--- src/sv/kti_pkg.sv ---
// ----------------------------------------------------------------------------
// kti_pkg
// Shared types, constants and helper functions for the key to token and
// initial sequence number hash pipeline.
// ----------------------------------------------------------------------------
package kti_pkg;

  localparam int unsigned KeyWidth   = 64;
  localparam int unsigned TokenWidth = 32;
  localparam int unsigned SeqWidth   = 64;
  localparam int unsigned InWidth    = 64;
  localparam int unsigned OutWidth   = 96;
  localparam int unsigned NumRounds  = 80;
  localparam int unsigned WinWords   = 16;

  localparam logic [31:0] H0Init = 32'h67452301;
  localparam logic [31:0] H1Init = 32'hEFCDAB89;
  localparam logic [31:0] H2Init = 32'h98BADCFE;
  localparam logic [31:0] H3Init = 32'h10325476;
  localparam logic [31:0] H4Init = 32'hC3D2E1F0;

  localparam logic [31:0] PadWord = 32'h80000000;
  localparam logic [31:0] LenWord = 32'd64;

  typedef enum logic [1:0] {
    PH_CHOOSE,
    PH_PARITY1,
    PH_MAJORITY,
    PH_PARITY2
  } phase_e;

  // Working variables plus the sixteen-word message schedule window.
  typedef struct packed {
    logic [31:0]                 a;
    logic [31:0]                 b;
    logic [31:0]                 c;
    logic [31:0]                 d;
    logic [31:0]                 e;
    logic [WinWords-1:0][31:0]   w;
  } round_st_t;

  typedef struct packed {
    logic [TokenWidth-1:0] session_token;
    logic [SeqWidth-1:0]   initial_seq;
  } result_t;

  function automatic logic [31:0] rotl1(input logic [31:0] v);
    return {v[30:0], v[31]};
  endfunction

  function automatic logic [31:0] rotl5(input logic [31:0] v);
    return {v[26:0], v[31:27]};
  endfunction

  function automatic logic [31:0] rotl30(input logic [31:0] v);
    return {v[1:0], v[31:2]};
  endfunction

  function automatic logic [31:0] bswap32(input logic [31:0] v);
    return {v[7:0], v[15:8], v[23:16], v[31:24]};
  endfunction

  function automatic phase_e phase_of(input int unsigned round);
    if (round < 20) begin
      return PH_CHOOSE;
    end else if (round < 40) begin
      return PH_PARITY1;
    end else if (round < 60) begin
      return PH_MAJORITY;
    end
    return PH_PARITY2;
  endfunction

endpackage

--- src/sv/kti_skid.sv ---
// ----------------------------------------------------------------------------
// kti_skid
// Two-entry output buffer that finishes the digest and decouples the round
// pipeline from the downstream ready.
// ----------------------------------------------------------------------------
module kti_skid (
  input  logic               clk_i,
  input  logic               rst_ni,
  input  logic               valid_i,
  input  kti_pkg::round_st_t st_i,
  output logic               en_o,
  output logic               valid_o,
  input  logic               ready_i,
  output kti_pkg::result_t   res_o
);
  import kti_pkg::*;

  logic [1:0]  count_q;
  logic [1:0]  count_d;
  result_t     slot0_q;
  result_t     slot1_q;
  result_t     res_d;
  logic [31:0] h0;
  logic [31:0] h3;
  logic [31:0] h4;
  logic        push;
  logic        pop;

  // Only the digest words that feed the two result fields are formed.
  assign h0 = H0Init + st_i.a;
  assign h3 = H3Init + st_i.d;
  assign h4 = H4Init + st_i.e;

  assign res_d.session_token = bswap32(h0);
  assign res_d.initial_seq   = {h3, h4};

  assign en_o    = (count_q != 2'd2);
  assign valid_o = (count_q != 2'd0);
  assign push    = en_o & valid_i;
  assign pop     = valid_o & ready_i;

  always_comb begin
    count_d = count_q;
    if (push && !pop) begin
      count_d = count_q + 2'd1;
    end else if (pop && !push) begin
      count_d = count_q - 2'd1;
    end
  end

  always_ff @(posedge clk_i or negedge rst_ni) begin
    if (!rst_ni) begin
      count_q <= 2'd0;
    end else begin
      count_q <= count_d;
    end
  end

  always_ff @(posedge clk_i) begin
    if (pop) begin
      if (push && count_q == 2'd1) begin
        slot0_q <= res_d;
      end else begin
        slot0_q <= slot1_q;
      end
      if (push && count_q == 2'd2) begin
        slot1_q <= res_d;
      end
    end else if (push) begin
      if (count_q == 2'd0) begin
        slot0_q <= res_d;
      end else begin
        slot1_q <= res_d;
      end
    end
  end

  assign res_o = slot0_q;

endmodule

--- config.mk ---
export PLATFORM = sky130hd
export DESIGN_NAME = kti_skid
export DESIGN_NICKNAME = d
export VERILOG_FILES = /design/src/sv/kti_pkg.sv /design/src/sv/kti_skid.sv
export SDC_FILE = /design/constraint.sdc
export NUM_CORES = 1
export LEC_CHECK = 0
export ABC_AREA = 1
export ABC_CLOCK_PERIOD_IN_PS = 9950
export BUFFER_PORTS_ARGS = -buffer_cell sky130_fd_sc_hd__buf_2
export CAP_MARGIN = 10
export CORE_AREA = 4 4 297 299
export DETAILED_ROUTE_END_ITERATION = 6
export DIE_AREA = 0 0 301 303
export PLACE_DENSITY = 0.35
export SYNTH_ARGS = -nofsm -noshare
export SYNTH_HDL_FRONTEND = slang
export SYNTH_SLANG_ARGS = --single-unit
export TNS_END_PERCENT = 20
--- constraint.sdc ---
create_clock -name clk_i -period 9.95 [get_ports clk_i]
set_input_delay 0.995 -clock clk_i [delete_from_list [all_inputs] [get_ports clk_i]]
set_output_delay 0.995 -clock clk_i [all_outputs]
set_load 0.02 [all_outputs]
# --- Yosys cells after proc, flatten, opt, wreduce, memory -nomap -nowiden ---
# Index checks and enable logic that the tools add are counted.
word_totals:
  word_cells: 40
  reg_bits: 194
op_classes:
  muxes: 10
  bitwise: 2
  add_sub_neg: 5
  reduce_logical: 13
  n_eq_ne: 5
ops:
  columns: ["op", "n"]
  rows:
  - ["96-bit two-way mux", 8]
  - ["29-bit by 32-bit adder with 32-bit output (first input constant)", 1]
  - ["31-bit by 32-bit adder with 32-bit output (first input constant)", 1]
  - ["32-bit adder (first input constant)", 1]
  - ["2-bit nonzero test", 4]
  - ["1-bit logical AND", 4]
  - ["2-bit two-way mux", 2]
  - ["2-bit inequality test (second input constant)", 2]
  - ["3-bit AND reduction", 1]
  - ["2-bit by 1-bit adder with 2-bit output (second input constant)", 1]
  - ["1-bit bitwise AND", 2]
  - ["2-bit by 1-bit == test with 1-bit output (second input constant)", 1]
  - ["2-bit == test (second input constant)", 1]
  - ["1-bit logical NOT", 2]
  - ["2-bit logical NOT", 1]
  - ["2-bit by 1-bit inequality test with 1-bit output (second input constant)", 1]
  - ["2-bit AND reduction", 1]
  - ["2-bit by 1-bit subtractor with 2-bit output (second input constant)", 1]

# --- Logic depth before layout (Yosys ltp) ---
depth:
  word_depth: 6
  depth_mapped: 13
  depth_no_buf: 13

# --- Worst setup path after synthesis ---
# No wires, ideal clock.
synth_timing:
  path_type: "input -> register"
  start: "input port valid_i"
  end: "register slot0_q (netlist bit res_o[0]), enable pin"
  setup_time_ns: 0.683
  cell_stages: 2
  setup_slack_ns: 1.457
  arrival_ns: 7.810
  required_time_ns: 9.267
  n_path_buf: 0
  path_cell_list: "nand2_1 -> o21ai_0"
synth_between:
  elab_chain_len: 3
synth_rtl:
  columns: ["element", "line", "rtl"]
  rows:
  - ["from (decl)", "kti_skid.sv:9", "input logic valid_i,"]
  - ["1-bit bitwise AND", "kti_skid.sv:39", "assign push = en_o & valid_i;"]
  - ["2-bit nonzero test (no line)", null, null]
  - ["2-bit AND reduction (no line)", null, null]
  - ["to (signal assigned)", "kti_skid.sv:62", "slot0_q <= res_d;"]
  - ["to (signal assigned)", "kti_skid.sv:64", "slot0_q <= slot1_q;"]
  - ["to (signal assigned)", "kti_skid.sv:71", "slot0_q <= res_d;"]
  - ["to (decl)", "kti_skid.sv:20", "result_t slot0_q;"]
# No other way between the ends.
# A chain may end at the register's enable or synchronous reset.

# --- Final worst setup path ---
layout_timing:
  start: "register count_q[0]"
  end: "register slot0_q (netlist bit res_o[33]), data pin"
layout_between:
  elab_chain_len: 5
layout_rtl:
  columns: ["element", "line", "rtl"]
  rows:
  - ["from (decl)", "kti_skid.sv:18", "logic [1:0] count_q;"]
  - ["from (signal assigned)", "kti_skid.sv:55", "count_q <= count_d;"]
  - ["2-bit inequality test", "kti_skid.sv:37", "assign en_o = (count_q != 2'd2);"]
  - ["1-bit bitwise AND", "kti_skid.sv:39", null]
  - ["1-bit logical AND", "kti_skid.sv:61", "if (push && count_q == 2'd1) begin"]
  - ["96-bit two-way mux", "kti_skid.sv:61", null]
  - ["96-bit two-way mux (*)", "kti_skid.sv:60", "if (pop) begin"]
# Mark *: on every way between the ends. The rest lies on a longest branch, timed or not.

==> metrics.md <==
| Metric | Value |
|---|---|
| Status | complete, no violations |
| Clk_skew | 0.02586 ns |
| CTS tree | built |
| Worst Path Arrival | 4.17 ns |
| CP Capture Type | register |
| Most common cell in the netlist | nand2_1 |
| Cell family with most CP delay | buffers and inverters |
| Gr ovfl total | 0 |
| Final Net Count | 2227 |
| Vias per inst | 3.462 |
| WL per Instance | 16.68 microns |
| Area share of the largest cell type after synthesis | 52.11% |
| Slowest cell on the critical path | o21ai_0 |
| Final hold violation count | 0 |
| Yosys warnings | 0 |
| Adder-Cell Fraction of Synth Area | 0.9047% |
| DIE AREA | 91200 sq um |
| Part of the power in the clock network | 24.6% |
| Crit path kind | register to register |
| Num CTS Buffers | 17 |
| First-pass GRT wire length | 65160 microns |
| Post-Synthesis Net Count | 2027 |
| Critical path data required time | 10.14 ns |
| Register area share after synthesis | 52.56% |
| Largest family of logic cells by synthesized area | simple AND/OR/NAND/NOR gates |
| Pleak | 0.006029 uW |
| Final setup fails | 0 |
| Initial Util | 12.99% |
| Switching part of the total power | 40.10% |
| Simple-Gate Fraction of Synth Area | 33.95% |
| Share of cells above drive strength 1 | 19.67% |
| Combinational power share | 32.5% |
| Asr flop ratio synth | 1.031% |
| Detailed Place HPWL | 36120 microns |
| Synth area leaders | edfxtp_1, nand2_1, nand3_1 |
| Final Max Tran Viols | 0 |
| Clock-pin slew on the worst setup and hold paths | 0.09 ns |
| Cell internal pwr | 1810 uW |
| GRT Total Usage | 9.969% |
| Crit Path Max Fanout | 49 |
| IO buf count | 197 |
| Max-cap violation count | 0 |
| Area Overhead vs Synth | 26.85% |
| Site Rows | 107 |
| Final Critical Period | 3.990 ns |
| Largest net degree at the start of global routing | 52 |
| Initial antenna violation count | 27 |
| CTS Root Cell | clkbuf_16 |
| Synthesized area | 11060 sq um |
| CTS resizes | 0 |
| Core Region | 85150 sq um |
| Yosys reg bits | 194 |
| Power per standard cell area | 215.3 nW/um^2 |
| CTS Sinks | 194 |
| Final Core Density | 16.48% |
| RePlAce Congestion | 0.8499 |
| Post-route clock period utilization | 40.10% |
| Post-synth EDFFs | 192 |
| Die W | 301 microns |
| Synth cell count leaders | nand2_1, edfxtp_1, inv_1, nor2_1, nand3_1 |
| Slew HR | 37.11% |
| Synth cell types | 40 |
| Drt total wl | 45110 microns |
| Worst hold path type | input port to asynchronous set/reset pin |
| Mapped Avg Cell Area | 8.239 sq um |
| Setup crit start kind | register |
| Vias in the first global route | 9461 |
| Psw | 1211 uW |
| Clock buffer depth | 2 |
| Cell taking the most area after synthesis | edfxtp_1 |
| Drt first pass iters | 5 |
| I/O pins | 774 |
| Post-DRT Antenna Nets | 0 |
| Register share of total power | 43.0% |
| Compound-gate portion of the synthesized area | 3.132% |
| Hold_buf cts | 0 |
| Critical Path Most Common Cell | inv_1 |
| Unrepaired setup endpoints after global routing | no |
| Worst Path Buf+Inv | 4 |
| Cell count after synthesis | 1343 |
| Post-CTS Setup Bufs | 0 |
| Initial DRC count | 643 |
| DR vias | 9366 |
| Worst VDD drop | 0.0001314 V |
| Die Y | 303 microns |
| CP max stage delay | 1.06 ns |
| H-tree lvl count | 4 |
| Worst-path cell chain | inv_1 -> ha_1 -> inv_1 -> nand2_1 -> inv_1 -> nand2_1 -> nand2_4 -> clkinv_2 -> o21ai_0 |
| Multiplexer share of the synthesized area | 0% |
| DRC viols | 0 |
| Post-Route Setup TNS | 0 ns |
| Main synth FF type | edfxtp_1 |
| Post-synthesis xor/xnor area fraction | 3.370% |
| Slew of the pin with the lowest slew margin | 0.9334 ns |
| Fmax achieved | 250.7 MHz |
| Clock latency on the worst-skew pair | 0.51 ns |
[registers in the layout, indices dropped and copies added (netlist names)]
name	count
slot1_q	96
res_o	96
count_q	2
[power by group through the flow]
stage	combinational (uW)	clock, uW	sequential, uW
finish	981	743	1300
CTS	1030	784	1310
global placement	1030	0	1320
detailed placement	1030	0	1320
global route	1100	809	1320
floorplan	396	0	1550
[layout by cell type, fill, tap and decap left out, drive strengths merged]
cell / synthesis / routed
xor2: 32 / 32
clkbuf: 8 / 17
o21bai: 3 / 3
and2: 40 / 40
clkinv: 0 / 10
buf: 14 / 203
o21ai: 18 / 18
nor2b: 1 / 1
o21a: 1 / 1
edfxtp: 192 / 192
o31ai: 1 / 1
ha: 8 / 8
nand2: 553 / 553
nor2: 132 / 132
diode: 0 / 5
inv: 147 / 152
a21boi: 5 / 5
dfrtp: 2 / 2
nor3: 10 / 10
a21oi: 25 / 25
nand3: 112 / 112
xnor2: 8 / 8
a31oi: 4 / 4
o22ai: 1 / 1
nand3b: 10 / 10
nand4: 16 / 16
[stage by stage]
step	setup WS (ns)	power (uW)	cells	hold slack (ns)	instance area (sq um)
finish	5.960	3021	2705	0.2951	14030
global route	5.478	3231	2704	0.2566	14030
CTS	5.653	3124	2700	0.2476	14020
detailed placement	5.366	2352	2668	0.5012	13430
global placement	5.418	2346	2668	0.4917	13430
floorplan	1.457	1942	1343	0.4687	11060
[worst paths after layout]
| kind | startpoint | endpoint | slack, ns | depth (start not counted) |
|---|---|---|---|---|
| worst min register to register | slot1_q[17] | res_o[17] | 0.52 | 2 |
| worst min-delay path | rst_ni | count_q[1] | 0.30 | 1 |
| min in group clk_i | slot1_q[17] | res_o[17] | 0.52 | 2 |
| worst max-delay path | count_q[0] | res_o[33] | 5.96 | 9 |
| worst max register to register | count_q[0] | res_o[33] | 5.96 | 9 |
| max in group asynchronous | rst_ni | count_q[0] | 9.54 | 1 |
[cells by family after synthesis]
family	Yosys count
compound gates	58
xor+xnor	40
fa+ha+maj	8
buf+inv	169
flops	194
simple gates	874
[layer usage]
metal  vias to the layer above  track usage, %  part of all wire [%]
met5                         -               0                  0.31
met4                        22           4.106                   2.4
met3                        64           3.363                   6.0
met2                       212           15.53                    45
met1                      4334           12.65                    46
li1                       4734               -                     -
[worst register-to-register path, delay by kind of cell (launching register included)]
family          cells  cell delay (ns)
compound gates      1             1.10
fa+ha+maj           1             0.19
buf+inv             4             1.29
flops               1             0.41
simple gates        3             0.70
[area by class of cell]
cell class | count | area, sq um
Fill cell | 9741 | 71110
Sequential cell | 194 | 5816
Multi-Input combinational cell | 980 | 4599
Tap cell | 1144 | 1431
Timing Repair Buffer | 203 | 1031
Inverter | 147 | 553.0
Clock buffer | 17 | 425.4
Clock inverter | 15 | 166.4
Antenna cell | 5 | 12.51
(Power assumes the default switching activity.)
