<file path="config.mk">
export PLATFORM = sky130hd
export DESIGN_NAME = kti_round
export DESIGN_NICKNAME = d
export VERILOG_FILES = /design/src/sv/kti_pkg.sv /design/src/sv/kti_round.sv
export SDC_FILE = /design/constraint.sdc
export NUM_CORES = 1
export LEC_CHECK = 0
export ABC_AREA = 1
export BUFFER_PORTS_ARGS = -buffer_cell sky130_fd_sc_hd__buf_2
export CORE_AREA = 2 2 530 532
export DETAILED_ROUTE_END_ITERATION = 7
export DIE_AREA = 0 0 532 534
export SKIP_CTS_REPAIR_TIMING = 1
export SLEW_MARGIN = 5
export SYNTH_ARGS = -nofsm -noshare
export SYNTH_HDL_FRONTEND = slang
export SYNTH_SLANG_ARGS = --single-unit
</file>
<file path="constraint.sdc">
create_clock -name clk_i -period 0.9 [get_ports clk_i]
set_clock_uncertainty 0.05 [all_clocks]
set_input_delay 0.135 -clock clk_i [delete_from_list [all_inputs] [get_ports clk_i]]
set_output_delay 0.135 -clock clk_i [all_outputs]
set_load 0.005 [all_outputs]
</file>
<file path="src/sv/kti_pkg.sv">
// ----------------------------------------------------------------------------
// kti_pkg
// Shared types, constants and helper functions for the key to token and
// initial sequence number hash pipeline.
// ----------------------------------------------------------------------------
package kti_pkg;

  localparam int unsigned KeyWidth   = 64;
  localparam int unsigned TokenWidth = 32;
  localparam int unsigned SeqWidth   = 64;
  localparam int unsigned InWidth    = 64;
  localparam int unsigned OutWidth   = 96;
  localparam int unsigned NumRounds  = 80;
  localparam int unsigned WinWords   = 16;

  localparam logic [31:0] H0Init = 32'h67452301;
  localparam logic [31:0] H1Init = 32'hEFCDAB89;
  localparam logic [31:0] H2Init = 32'h98BADCFE;
  localparam logic [31:0] H3Init = 32'h10325476;
  localparam logic [31:0] H4Init = 32'hC3D2E1F0;

  localparam logic [31:0] PadWord = 32'h80000000;
  localparam logic [31:0] LenWord = 32'd64;

  typedef enum logic [1:0] {
    PH_CHOOSE,
    PH_PARITY1,
    PH_MAJORITY,
    PH_PARITY2
  } phase_e;

  // Working variables plus the sixteen-word message schedule window.
  typedef struct packed {
    logic [31:0]                 a;
    logic [31:0]                 b;
    logic [31:0]                 c;
    logic [31:0]                 d;
    logic [31:0]                 e;
    logic [WinWords-1:0][31:0]   w;
  } round_st_t;

  typedef struct packed {
    logic [TokenWidth-1:0] session_token;
    logic [SeqWidth-1:0]   initial_seq;
  } result_t;

  function automatic logic [31:0] rotl1(input logic [31:0] v);
    return {v[30:0], v[31]};
  endfunction

  function automatic logic [31:0] rotl5(input logic [31:0] v);
    return {v[26:0], v[31:27]};
  endfunction

  function automatic logic [31:0] rotl30(input logic [31:0] v);
    return {v[1:0], v[31:2]};
  endfunction

  function automatic logic [31:0] bswap32(input logic [31:0] v);
    return {v[7:0], v[15:8], v[23:16], v[31:24]};
  endfunction

  function automatic phase_e phase_of(input int unsigned round);
    if (round < 20) begin
      return PH_CHOOSE;
    end else if (round < 40) begin
      return PH_PARITY1;
    end else if (round < 60) begin
      return PH_MAJORITY;
    end
    return PH_PARITY2;
  endfunction

endpackage

</file>
<file path="src/sv/kti_round.sv">
// ----------------------------------------------------------------------------
// kti_round
// One registered SHA-1 round: updates the working variables and slides the
// message schedule window by one word.
// ----------------------------------------------------------------------------
module kti_round (
  input  logic               clk_i,
  input  logic               rst_ni,
  input  logic               en_i,
  input  kti_pkg::phase_e    phase_i,
  input  logic               valid_i,
  input  kti_pkg::round_st_t st_i,
  output logic               valid_o,
  output kti_pkg::round_st_t st_o
);
  import kti_pkg::*;

  logic        valid_q;
  round_st_t   st_q;
  round_st_t   st_d;
  logic [31:0] f;
  logic [31:0] k;
  logic [31:0] w_new;

  always_comb begin
    unique case (phase_i)
      PH_CHOOSE: begin
        f = (st_i.b & st_i.c) | (~st_i.b & st_i.d);
        k = 32'h5A827999;
      end
      PH_PARITY1: begin
        f = st_i.b ^ st_i.c ^ st_i.d;
        k = 32'h6ED9EBA1;
      end
      PH_MAJORITY: begin
        f = (st_i.b & st_i.c) | (st_i.b & st_i.d) | (st_i.c & st_i.d);
        k = 32'h8F1BBCDC;
      end
      PH_PARITY2: begin
        f = st_i.b ^ st_i.c ^ st_i.d;
        k = 32'hCA62C1D6;
      end
      default: begin
        f = '0;
        k = '0;
      end
    endcase
  end

  // The window always holds words i..i+15, so the word used is the oldest
  // one and the word appended is the schedule word i+16.
  assign w_new = rotl1(st_i.w[13] ^ st_i.w[8] ^ st_i.w[2] ^ st_i.w[0]);

  always_comb begin
    st_d   = st_i;
    st_d.a = rotl5(st_i.a) + f + st_i.e + k + st_i.w[0];
    st_d.b = st_i.a;
    st_d.c = rotl30(st_i.b);
    st_d.d = st_i.c;
    st_d.e = st_i.d;
    for (int j = 0; j < WinWords - 1; j++) begin
      st_d.w[j] = st_i.w[j+1];
    end
    st_d.w[WinWords-1] = w_new;
  end

  always_ff @(posedge clk_i or negedge rst_ni) begin
    if (!rst_ni) begin
      valid_q <= 1'b0;
    end else if (en_i) begin
      valid_q <= valid_i;
    end
  end

  always_ff @(posedge clk_i) begin
    if (en_i) begin
      st_q <= st_d;
    end
  end

  assign valid_o = valid_q;
  assign st_o    = st_q;

endmodule

</file>
# Word level (Yosys, flattened, before mapping)
# Cells that the tools add are included.
# Widths: inputs -> output; s select.
[word_totals]
regBits = 673
output_inout_bits = 673
inputBits = 678
wordCells = 46
ramBits = 0
mem_bits_ro = 0
mem_count = 0
latch_bits = 0
[classes]
bitwise_logic = 13
n_eq_ne = 3
mul = 0
shifts = 0
div = 0
magnitude_cmp = 0
n_addsub = 4
n_reduce_logical = 2
muxes = 2
[ops]
columns = ["operator", "count"]
rows = [
  ["$xor 32x32->32", 5],
  ["$add 32x32->32", 4],
  ["$and 32x32->32", 4],
  ["$pmux 32 s4", 1],
  ["$or 32x32->32", 3],
  ["$pmux 32 s3", 1],
  ["$not 32->32", 1],
  ["$eq 2x2->1 const B", 2],
  ["$eq 2x1->1 const B", 1],
  ["$logic_not 2->1", 1],
  ["$reduce_or 2->1", 1],
]

# Logic depth before layout (Yosys ltp)
# Gate-level depths: netlist (run 1).
[logic_depth]
ltp_word = 8
mapped_depth = 25
mapped_depth_nobuf = 23

# Least setup slack after synthesis (run 1)
# Ideal clock, no wire load.
[synth_timing]
path_kind = "input-to-reg"
startpoint = "input port phase_i[1]"
endpoint = "register st_q, in the netlist st_o[668] (data pin)"
arrival_time_ps = 3438
stages = 20
setup_time_ps = 252
required_time_ps = 598
n_path_buf = 1
setup_slack_ps = -2841
cell_sequence = "inv_1 > ha_1 > inv_1 > nand2_1 > clkbuf_1 > a221oi_1 > a21oi_1 > fa_1 > inv_1 > fa_1 > inv_1 > ha_1 > or2_1 > and2_4 > nand3_1 > nand3_1 > nand2_1 > nand2_1 > nand2_1 > nand2_1"
[synth_lines]
columns = ["item", "line_no", "rtl"]
rows = [
  ["from (decl)", "kti_round.sv:10", "input kti_pkg::phase_e phase_i,"],
  ["to (signal assigned)", "kti_round.sv:77", "st_q <= st_d;"],
  ["to (decl)", "kti_round.sv:19", "round_st_t st_q;"],
]

==> impl_metrics.csv, run 1 <==
group,metric,value,unit
floorplanning,num_io_pins,1351,
floorplanning,rows,194,
timing,min_period,3190,ps
timing,rsz0062_at_grt,"true",
final_layout,drive_gt1_frac,0.488,
clocking,root_buffer,"clkbuf_16",
power_and_ir_drop,ir_drop,0.00165,V
detailed_routing,drt_wl_total,217000,µm
detailed_routing,wl_per_cell,26.5,µm
run_status,violations,"negative hold slack, negative setup slack",
synthesis,syn_avg_cell_area,16.0,µm²
timing,min_period_over_period,3.54,
grt,antenna_found_initial,142,
final_layout,area_delta_synth_final,105,%
synthesis,yosys-top-cells-area,"edfxtp_1 73%, fa_1 8.7%, inv_1 3.9%, nand2_1 2.9%, xnor2_1 2.1%",
place,place.gp.congestion,0.935,
worst_setup_path,cp.required,1390,ps
timing,setup_viol,768,
synthesis,synth.top_cells.by_count,"672 x edfxtp_1, 284 x inv_1, 214 x nand2_1",
synthesis,yosys_warnings,0,
synthesis,synth.largest_area_cell,"edfxtp_1",
timing,tightest_slew,422,ps
synthesis,yosys.area.top_type_share,0.732,
detailed_routing,drt.antenna.violating_nets,0,
grt,grt_pass1_wl,255000,µm
timing,timing.final.ws_setup,-2290,ps
detailed_routing,vias_per_cell,3.19,
clocking,clk_pin_slew,60,ps
final_layout,nFillCells,30100,
grt,grt_pass1_vias,23600,
detailed_routing,route.detailed.drc,0,
place,dp_hpwl,182000,µm
final_layout,stdcell_count,8184,
clocking,tritoncts,"yes",
worst_setup_path,critPathKind,"input port to register",
place,portBuffers,1350,
clocking,clkSinkCount,673,
final_layout,nets,5159,
synthesis,synth_edf_count,672,
flow_run,drv_cap,0,
synthesis,syn_nets,2557,
floorplanning,core,278000,µm²
timing,finalMaxSlewViolations,0,
clocking,htreeDepth,3,
power_and_ir_drop,power_leakage,0.0236,µW
clocking,cts_made_buffers,93,
synthesis,yosysSeqAreaShare,0.733,
worst_setup_path,critPathTopFamily,"adder cells",
power_and_ir_drop,p_per_area,2230,nW/µm²
synthesis,synth.cell_area,27600,µm²
worst_setup_path,crit_buf_inv,2,
worst_setup_path,cpPeakStageDelay,510,ps
worst_setup_path,slowest_stage,"fa_2",
timing,fmax,314,MHz
synthesis,yosysMostFrequentCell,"edfxtp_1",
place,dp.cells,7126,
detailed_routing,drt_first_pass_iters,5,
worst_setup_path,arrival,3670,ps
timing,final.setup.tns,-479930,ps
run_status,status,"finished with violations",
worst_setup_path,startpoint_type,"input port",
synthesis,synth_top_flop_cell,"edfxtp_1",
clocking,clock_path_buffers,4,
min_path,holdCritPathClass,"input port to register",
worst_setup_path,cpMostUsedCell,"nand2_2",
grt,grt_max_degree,43,
worst_setup_path,end_kind,"register",
detailed_routing,drtIter0Drc,1517,
clocking,clk-insertion-delay-late,770,ps
timing,finalHoldViolCount,34,
grt,overflow,0,
worst_setup_path,critPathMaxFanout,4,
synthesis,async_flop_share,0.00149,
synthesis,synthCells,1719,
timing,whs,-158,ps
detailed_routing,routed-via-count,26100,
floorplanning,chipWidth,532,µm
floorplanning,die_area,284000,µm²
floorplanning,initial_core_util,0.0990,
grt,grt.total_usage,0.140,
floorplanning,die_h,534,µm
synthesis,ys_types,34,
synthesis,synth-seq-cells,673,
timing,slew_headroom,0.717,
worst_setup_path,crit_chain,"buf_2 > fa_1 > a22oi_1 > nor2_1 > a21oi_2 > fa_2 > inv_2 > fa_1 > ha_4 > nand2_2 > nor2_4 > nand2_2 > nor3_2 > nand2_2 > nand4_1 > nand2_1",
[area by class of cell]
type                    count  area (µm²)  area share
flip-flops and latches    673       20200       0.358
inverters                 288        1120      0.0198
clock inverters            61         632      0.0112
diodes                     68         170     0.00301
clock buffers             105        2390      0.0424
multi-input cells         743        7510       0.133
repair buffers           2522       19800       0.350
well taps                3724        4660      0.0825
[cell usage in the layout (no fill, tap or decap), types with 15 or more instances in the layout]
cell type / netlist / layout
clkbuf_16: 0 / 96
buf_4: 2 / 340
nor2_1: 42 / 22
clkinv_2: 0 / 21
inv_1: 284 / 255
buf_2: 5 / 1084
diode_2: 0 / 68
nand3_1: 32 / 21
nand2_1: 214 / 167
fa_1: 120 / 105
xnor2_1: 67 / 66
a21oi_1: 83 / 40
edfxtp_1: 672 / 672
fa_2: 0 / 15
xor2_1: 47 / 44
nand2_2: 13 / 42
buf_12: 0 / 41
dlygate4sd3_1: 0 / 786
nand2_4: 0 / 17
ha_4: 0 / 27
a21oi_2: 0 / 31
inv_2: 4 / 27
buf_6: 0 / 263
[per-stage QoR]
| step | instance area, µm² | utilization | setup slack [ps] | hold WS, ps | power, µW |
|---|---|---|---|---|---|
| global route | 56400 | 0.203 | -2420 | -211 | 132000 |
| finish | 56500 | 0.203 | -2290 | -158 | 126000 |
| global placement | 42500 | 0.153 | -3730 | -133 | 79400 |
| CTS | 45500 | 0.164 | -2820 | -1020 | 118000 |
| floorplan | 28200 | - | -2410 | -211 | 56600 |
| detailed placement | 42500 | 0.153 | -3690 | -132 | 79100 |
[flip-flops by register name, indices dropped and copies added (netlist names)]
name / flops
valid_o: 1
st_o: 672
[layer usage]
metal	part of all wire	GRT usage	routed length (µm)
met3	0.11	0.0848	23900
met5	0.0017	0	369
met4	0.052	0.0543	11200
met1	0.38	0.145	81700
met2	0.46	0.228	99400
[final timing paths]
check,start,end,slack [ps],cells after the start
worst min register to register,valid_o,valid_o,460,1
max in group asynchronous,rst_ni,valid_o,380,3
worst max-delay path,st_i[567],st_o[667],-2290,16
worst min-delay path,en_i,st_o[177],-160,2
min in group asynchronous,rst_ni,valid_o,320,3
worst max register to register,valid_o,valid_o,110,1
[cells by family after synthesis]
| group | synth area share |
|---|---|
| AOI/OAI and AO/OA | 0.0276 |
| muxes | 0.00327 |
| and+or+nand+nor | 0.0525 |
| adders and majority gates | 0.105 |
| xor gates and xnor gates | 0.0362 |
| buffers and inverters | 0.0418 |
| DFF | 0.733 |
[power breakdown]
part           internal (µW)  switching (µW)
clock network          22000           15800
logic                  21800           25800
registers              38900            1540
(Power assumes the default switching activity.)
==> inputs of run 2 (changes only) <==
Settings changed: SKIP_LAST_GASP set to 1.
==> impl_metrics.csv, run 2 (synthesis results as in run 1) <==
group,metric,value,unit
run_status,status,"finished with violations",
run_status,violations,"negative hold slack, negative setup slack",
timing,final.setup.tns,-479420,ps
worst_setup_path,startpoint_type,"input port",
clocking,root_buffer,"clkbuf_16",
floorplanning,core,278000,µm²
clocking,clock_path_buffers,4,
min_path,holdCritPathClass,"input port to register",
final_layout,drive_gt1_frac,0.487,
timing,timing.final.ws_setup,-2280,ps
timing,setup_viol,761,
worst_setup_path,critPathKind,"input port to register",
power_and_ir_drop,ir_drop,0.00165,V
grt,grt.total_usage,0.140,
worst_setup_path,end_kind,"register",
final_layout,layout_commonest_cell,"buf_2",
timing,finalMaxSlewViolations,0,
worst_setup_path,critPathMaxFanout,4,
clocking,tritoncts,"yes",
detailed_routing,drtIter0Drc,1507,
grt,grt_pass1_wl,255000,µm
detailed_routing,routed-via-count,26000,
detailed_routing,drt.antenna.violating_nets,0,
floorplanning,rows,194,
timing,whs,-156,ps
final_layout,largest_register_ffs,672,
place,dp_hpwl,182000,µm
detailed_routing,route.detailed.drc,0,
clocking,htreeDepth,3,
clocking,clk-insertion-delay-late,770,ps
place,dpl_cell_area,42500,µm²
detailed_routing,vias_per_cell,3.18,
timing,min_period,3180,ps
detailed_routing,drt_first_pass_iters,5,
timing,tightest_slew,420,ps
worst_setup_path,arrival,3670,ps
power_and_ir_drop,p_per_area,2230,nW/µm²
detailed_routing,wl_per_cell,26.5,µm
place,place.gp.congestion,0.935,
final_layout,nFillCells,30100,
power_and_ir_drop,power_leakage,0.0236,µW
grt,overflow,0,
clocking,cts_made_buffers,93,
final_layout,regArea,20200,µm²
clocking,clkSinkCount,673,
final_layout,fin_util,0.203,
timing,slew_headroom,0.718,
final_layout,nets,5159,
floorplanning,die_h,534,µm
worst_setup_path,reg2reg_setup_slack,110,ps
floorplanning,initial_core_util,0.0990,
final_layout,multi_input_area,7500,µm²
floorplanning,chipWidth,532,µm
final_layout,mostFrequentLayoutCells,"1084 x buf_2, 786 x dlygate4sd3_1, 672 x edfxtp_1, 341 x buf_4, 263 x buf_6",
timing,rsz0062_at_grt,"true",
grt,grt_pass1_vias,23600,
flow_run,drv_cap,0,
final_layout,area_delta_synth_final,105,%
detailed_routing,drt_wl_total,217000,µm
timing,finalHoldViolCount,32,
place,portBuffers,1350,
final_layout,stdcell_area,56400,µm²
timing,min_period_over_period,3.54,
clocking,clk_pin_slew,60,ps
grt,antenna_found_initial,142,
floorplanning,num_io_pins,1351,
grt,grt_max_degree,43,
worst_setup_path,cp.required,1380,ps
timing,fmax,314,MHz
floorplanning,die_area,284000,µm²
==> run 2: cell types whose count changed in the layout (fill, tap and decap cells not counted), sizes merged <==
cell   delta
diode     -4
==> run 2: area by class of cell <==
| cell class | count | share of cell area |
|---|---|---|
| clock buffer | 105 | 0.0424 |
| clock inverter | 61 | 0.0112 |
| inverter | 288 | 0.0198 |
| antenna | 64 | 0.00284 |
| multi-input combinational | 743 | 0.133 |
| tap | 3724 | 0.0826 |
| sequential | 673 | 0.358 |
| timing repair buffer | 2522 | 0.350 |
==> run 2: path summary, 6_finish.rpt <==
kind	start	endpoint	depth (start not counted)
min	en_i	st_o[177]	2
max reg2reg	valid_o	valid_o	1
min in group asynchronous	rst_ni	valid_o	3
min reg2reg	valid_o	valid_o	1
max	st_i[567]	st_o[667]	16
max in group asynchronous	rst_ni	valid_o	3
==> run 2: stage by stage <==
stage / setup WS [ps] / std cells / power, µW
detailed placement: -3690 / 7126 / 79100
global placement: -3730 / 7126 / 79400
global route: -2420 / 8161 / 132000
finish: -2280 / 8180 / 126000
floorplan: -2410 / 1719 / 56600
CTS: -2820 / 7292 / 118000
==> run 2: where the power goes <==
| part | internal, µW | leakage (µW) | switching, µW | total [µW] |
|---|---|---|---|---|
| combinational | 21700 | 0.0155 | 25700 | 47400 |
| sequential | 38900 | 0.00659 | 1540 | 40500 |
| clock | 22000 | 0.00148 | 15700 | 37800 |
==> run 2: critical path, stage by stage <==
cell and delay [ps]:
buf_2 160, fa_1 470, a22oi_1 170, nor2_1 70, a21oi_2 300, fa_2 500
inv_2 140, fa_1 490, ha_4 320, nand2_2 140, nor2_4 200, nand2_2 100
nor3_2 220, nand2_2 80, nand4_1 80, nand2_1 70
==> run 2: layer usage <==
layer / GRT usage / part of all wire / up-vias
li1: - / - / 11200
met1: 0.145 / 0.38 / 12900
met2: 0.228 / 0.46 / 1417
met3: 0.0848 / 0.11 / 460
met4: 0.0543 / 0.051 / 58
met5: 0 / 0.0017 / -
==> inputs of run 3 (changes only) <==
Settings changed: ABC_AREA 1 to 0, CELL_PAD_IN_SITES_DETAIL_PLACEMENT set to 1, CELL_PAD_IN_SITES_GLOBAL_PLACEMENT set to 1, CORE_AREA 2 2 530 532 to 2 2 526 528, DIE_AREA 0 0 532 534 to 0 0 528 530, PLACE_DENSITY_LB_ADDON set to 0.1.
==> impl_metrics.csv, run 3 <==
group,metric,value,unit
run_status,status,"finished with violations",
run_status,violations,"negative hold slack, negative setup slack",
clocking,clk-insertion-delay-late,750,ps
clocking,clkSinkCount,673,
synthesis,synthCells,1443,
min_path,holdCritPathClass,"input port to register",
place,place_ws,-3890,ps
floorplanning,die_h,530,µm
worst_setup_path,rr_worst_depth,1,
synthesis,yosysSeqAreaShare,0.753,
detailed_routing,drt_first_pass_iters,5,
floorplanning,num_io_pins,1351,
final_layout,area_delta_synth_final,109,%
detailed_routing,drt_wl_total,187000,µm
final_layout,nets,4972,
timing,rsz0062_at_grt,"true",
floorplanning,chipWidth,528,µm
floorplanning,core,275000,µm²
timing,timing.final.ws_setup,-2710,ps
synthesis,synth_xor_area_frac,0.0428,
worst_setup_path,end_kind,"register",
clocking,clk_pin_slew,50,ps
worst_setup_path,critPathKind,"input port to register",
clocking,root_buffer,"clkbuf_16",
timing,fmax,277,MHz
power_and_ir_drop,power_leakage,0.0229,µW
synthesis,yosys.area.top_type_share,0.752,
synthesis,synth.largest_area_cell,"edfxtp_1",
detailed_routing,drtIter0Drc,996,
worst_setup_path,cpMostUsedCell,"buf_12",
final_layout,largest_register_ffs,672,
timing,tightest_slew,646,ps
synthesis,ys_types,51,
worst_setup_path,slowest_stage,"fa_1",
synthesis,muxShareOfSynthArea,0.0127,
floorplanning,initial_core_util,0.0976,
synthesis,yosysMostFrequentCell,"edfxtp_1",
worst_setup_path,arrival,4080,ps
detailed_routing,routed-via-count,24000,
power_and_ir_drop,finalPower,123000,µW
detailed_routing,drt.antenna.violating_nets,0,
final_layout,mostFrequentLayoutCells,"1147 x buf_2, 920 x dlygate4sd3_1, 672 x edfxtp_1, 276 x buf_4, 217 x buf_6",
timing,slew_headroom,0.568,
grt,antenna_found_initial,98,
synthesis,synth.top_cells.by_count,"672 x edfxtp_1, 191 x inv_1, 120 x fa_1",
synthesis,syn_nets,2281,
worst_setup_path,critPathMaxFanout,5,
worst_setup_path,cp.required,1380,ps
power_and_ir_drop,ir_drop,0.00126,V
synthesis,yosys_warnings,0,
synthesis,yosys-top-cells-area,"edfxtp_1 75%, fa_1 9.0%, xnor2_1 2.9%, inv_1 2.7%, ha_1 1.9%",
final_layout,fin_util,0.203,
grt,grt.total_usage,0.122,
flow_run,drv_cap,0,
synthesis,syn_avg_cell_area,18.6,µm²
final_layout,drive_gt1_frac,0.471,
final_layout,multi_input_area,6780,µm²
timing,finalHoldViolCount,1,
worst_setup_path,cpPeakStageDelay,540,ps
grt,grt_max_degree,44,
synthesis,synth-seq-cells,673,
timing,min_period,3610,ps
floorplanning,die_area,280000,µm²
worst_setup_path,startpoint_type,"input port",
detailed_routing,vias_per_cell,3.05,
final_layout,nFillCells,31000,
timing,whs,-0.834,ps
clocking,cts_made_buffers,101,
final_layout,layout_commonest_cell,"buf_2",
timing,setup_viol,1379,
place,dp_hpwl,152000,µm
timing,finalMaxSlewViolations,0,
clocking,htreeDepth,3,
grt,grt_pass1_wl,227000,µm
grt,overflow,0,
min_path,hold_depth,5,
place,place.gp.congestion,0.802,
clocking,clock_path_buffers,4,
final_layout,stdcell_count,7862,
final_layout,regArea,20200,µm²
synthesis,yosys.area_share.simple,0.0136,
floorplanning,rows,193,
synthesis,async_flop_share,0.00149,
grt,grt_pass1_vias,22100,
synthesis,synth_top_flop_cell,"edfxtp_1",
synthesis,synth_top_family_by_area,"adder cells",
place,dp.cells,6674,
timing,min_period_over_period,4.01,
power_and_ir_drop,p_per_area,2200,nW/µm²
detailed_routing,wl_per_cell,23.8,µm
synthesis,synth_fa_ha_area_frac,0.108,
detailed_routing,route.detailed.drc,0,
synthesis,synth_edf_count,672,
worst_setup_path,crit_chain,"buf_12 > buf_6 > ha_4 > buf_12 > clkbuf_16 > buf_12 > a221oi_4 > a21oi_2 > fa_1 > fa_1 > ha_4 > o211ai_1 > buf_4 > o21ai_2 > and2_4 > a31o_4 > buf_6 > nor3_4 > o21ba_4 > xnor2_2",
synthesis,synth_compound_area_frac,0.0394,
clocking,tritoncts,"yes",
place,portBuffers,1350,
synthesis,synth.cell_area,26800,µm²
[run 3: changes by cell type after synthesis, moves of 11 or more]
| cell | delta |
|---|---|
| a21oi_1 | -25 |
| clkbuf_1 | +11 |
| inv_1 | -93 |
| nor2_1 | -24 |
| nand3_1 | -25 |
| o21ai_0 | +25 |
| nand2_1 | -190 |
| xnor2_1 | +21 |
| mux2i_1 | +25 |
| nand2_2 | -13 |
[run 3: path summary, 6_finish.rpt]
path	from	end	slack (ps)
max in group asynchronous	rst_ni	valid_o	540
worst max-delay path	phase_i[1]	st_o[665]	-2710
worst min register to register	valid_o	valid_o	450
worst max register to register	valid_o	valid_o	120
min in group asynchronous	rst_ni	valid_o	160
worst min-delay path	st_i[25]	st_o[506]	-0.8
[run 3: per-layer routing]
layer | vias up | GRT usage | share of wire
met5 | - | 0 | 0.0027
met4 | 78 | 0.0260 | 0.025
met3 | 266 | 0.0539 | 0.073
met2 | 889 | 0.223 | 0.52
met1 | 12100 | 0.128 | 0.38
li1 | 10700 | - | -
[run 3: layout make-up]
cell class	instances	share of cell area
antenna	43	0.00192
clock buffer	123	0.0472
clock inverter	58	0.00944
inverter	191	0.0135
multi-input combinational	560	0.121
sequential	673	0.361
tap	3607	0.0807
timing repair buffer	2607	0.365
[run 3: report_power, final]
group | switching, µW | internal (µW)
clock network | 16700 | 23300
registers | 1310 | 39000
logic | 21200 | 21700
total | 39200 | 84000
[run 3: per-stage QoR]
| step | setup TNS [ps] | instance area, µm² | hold slack [ps] |
|---|---|---|---|
| 6_report | -770780 | 55900 | -0.834 |
| 5_1_grt | -858290 | 55900 | -8.02 |
| 4_1_cts | -567850 | 44200 | -1010 |
| 3_5_place_dp | -323550 | 41000 | -139 |
| 3_3_place_gp | -324170 | 41000 | -140 |
| 2_1_floorplan | -79400 | 27400 | -211 |
[run 3: logic make-up after synthesis]
kind of cell | Yosys count
AOI/OAI and AO/OA | 159
xor gates and xnor gates | 131
adders and majority gates | 160
buffers and inverters | 211
DFF | 673
muxes | 33
and+or+nand+nor | 76
[run 3: critical path, delay by kind of cell]
kind	cells	cell delay, ps
xor gates and xnor gates	1	60
AOI/OAI and AO/OA	6	1080
and+or+nand+nor	2	370
buffers and inverters	7	990
adders and majority gates	4	1390
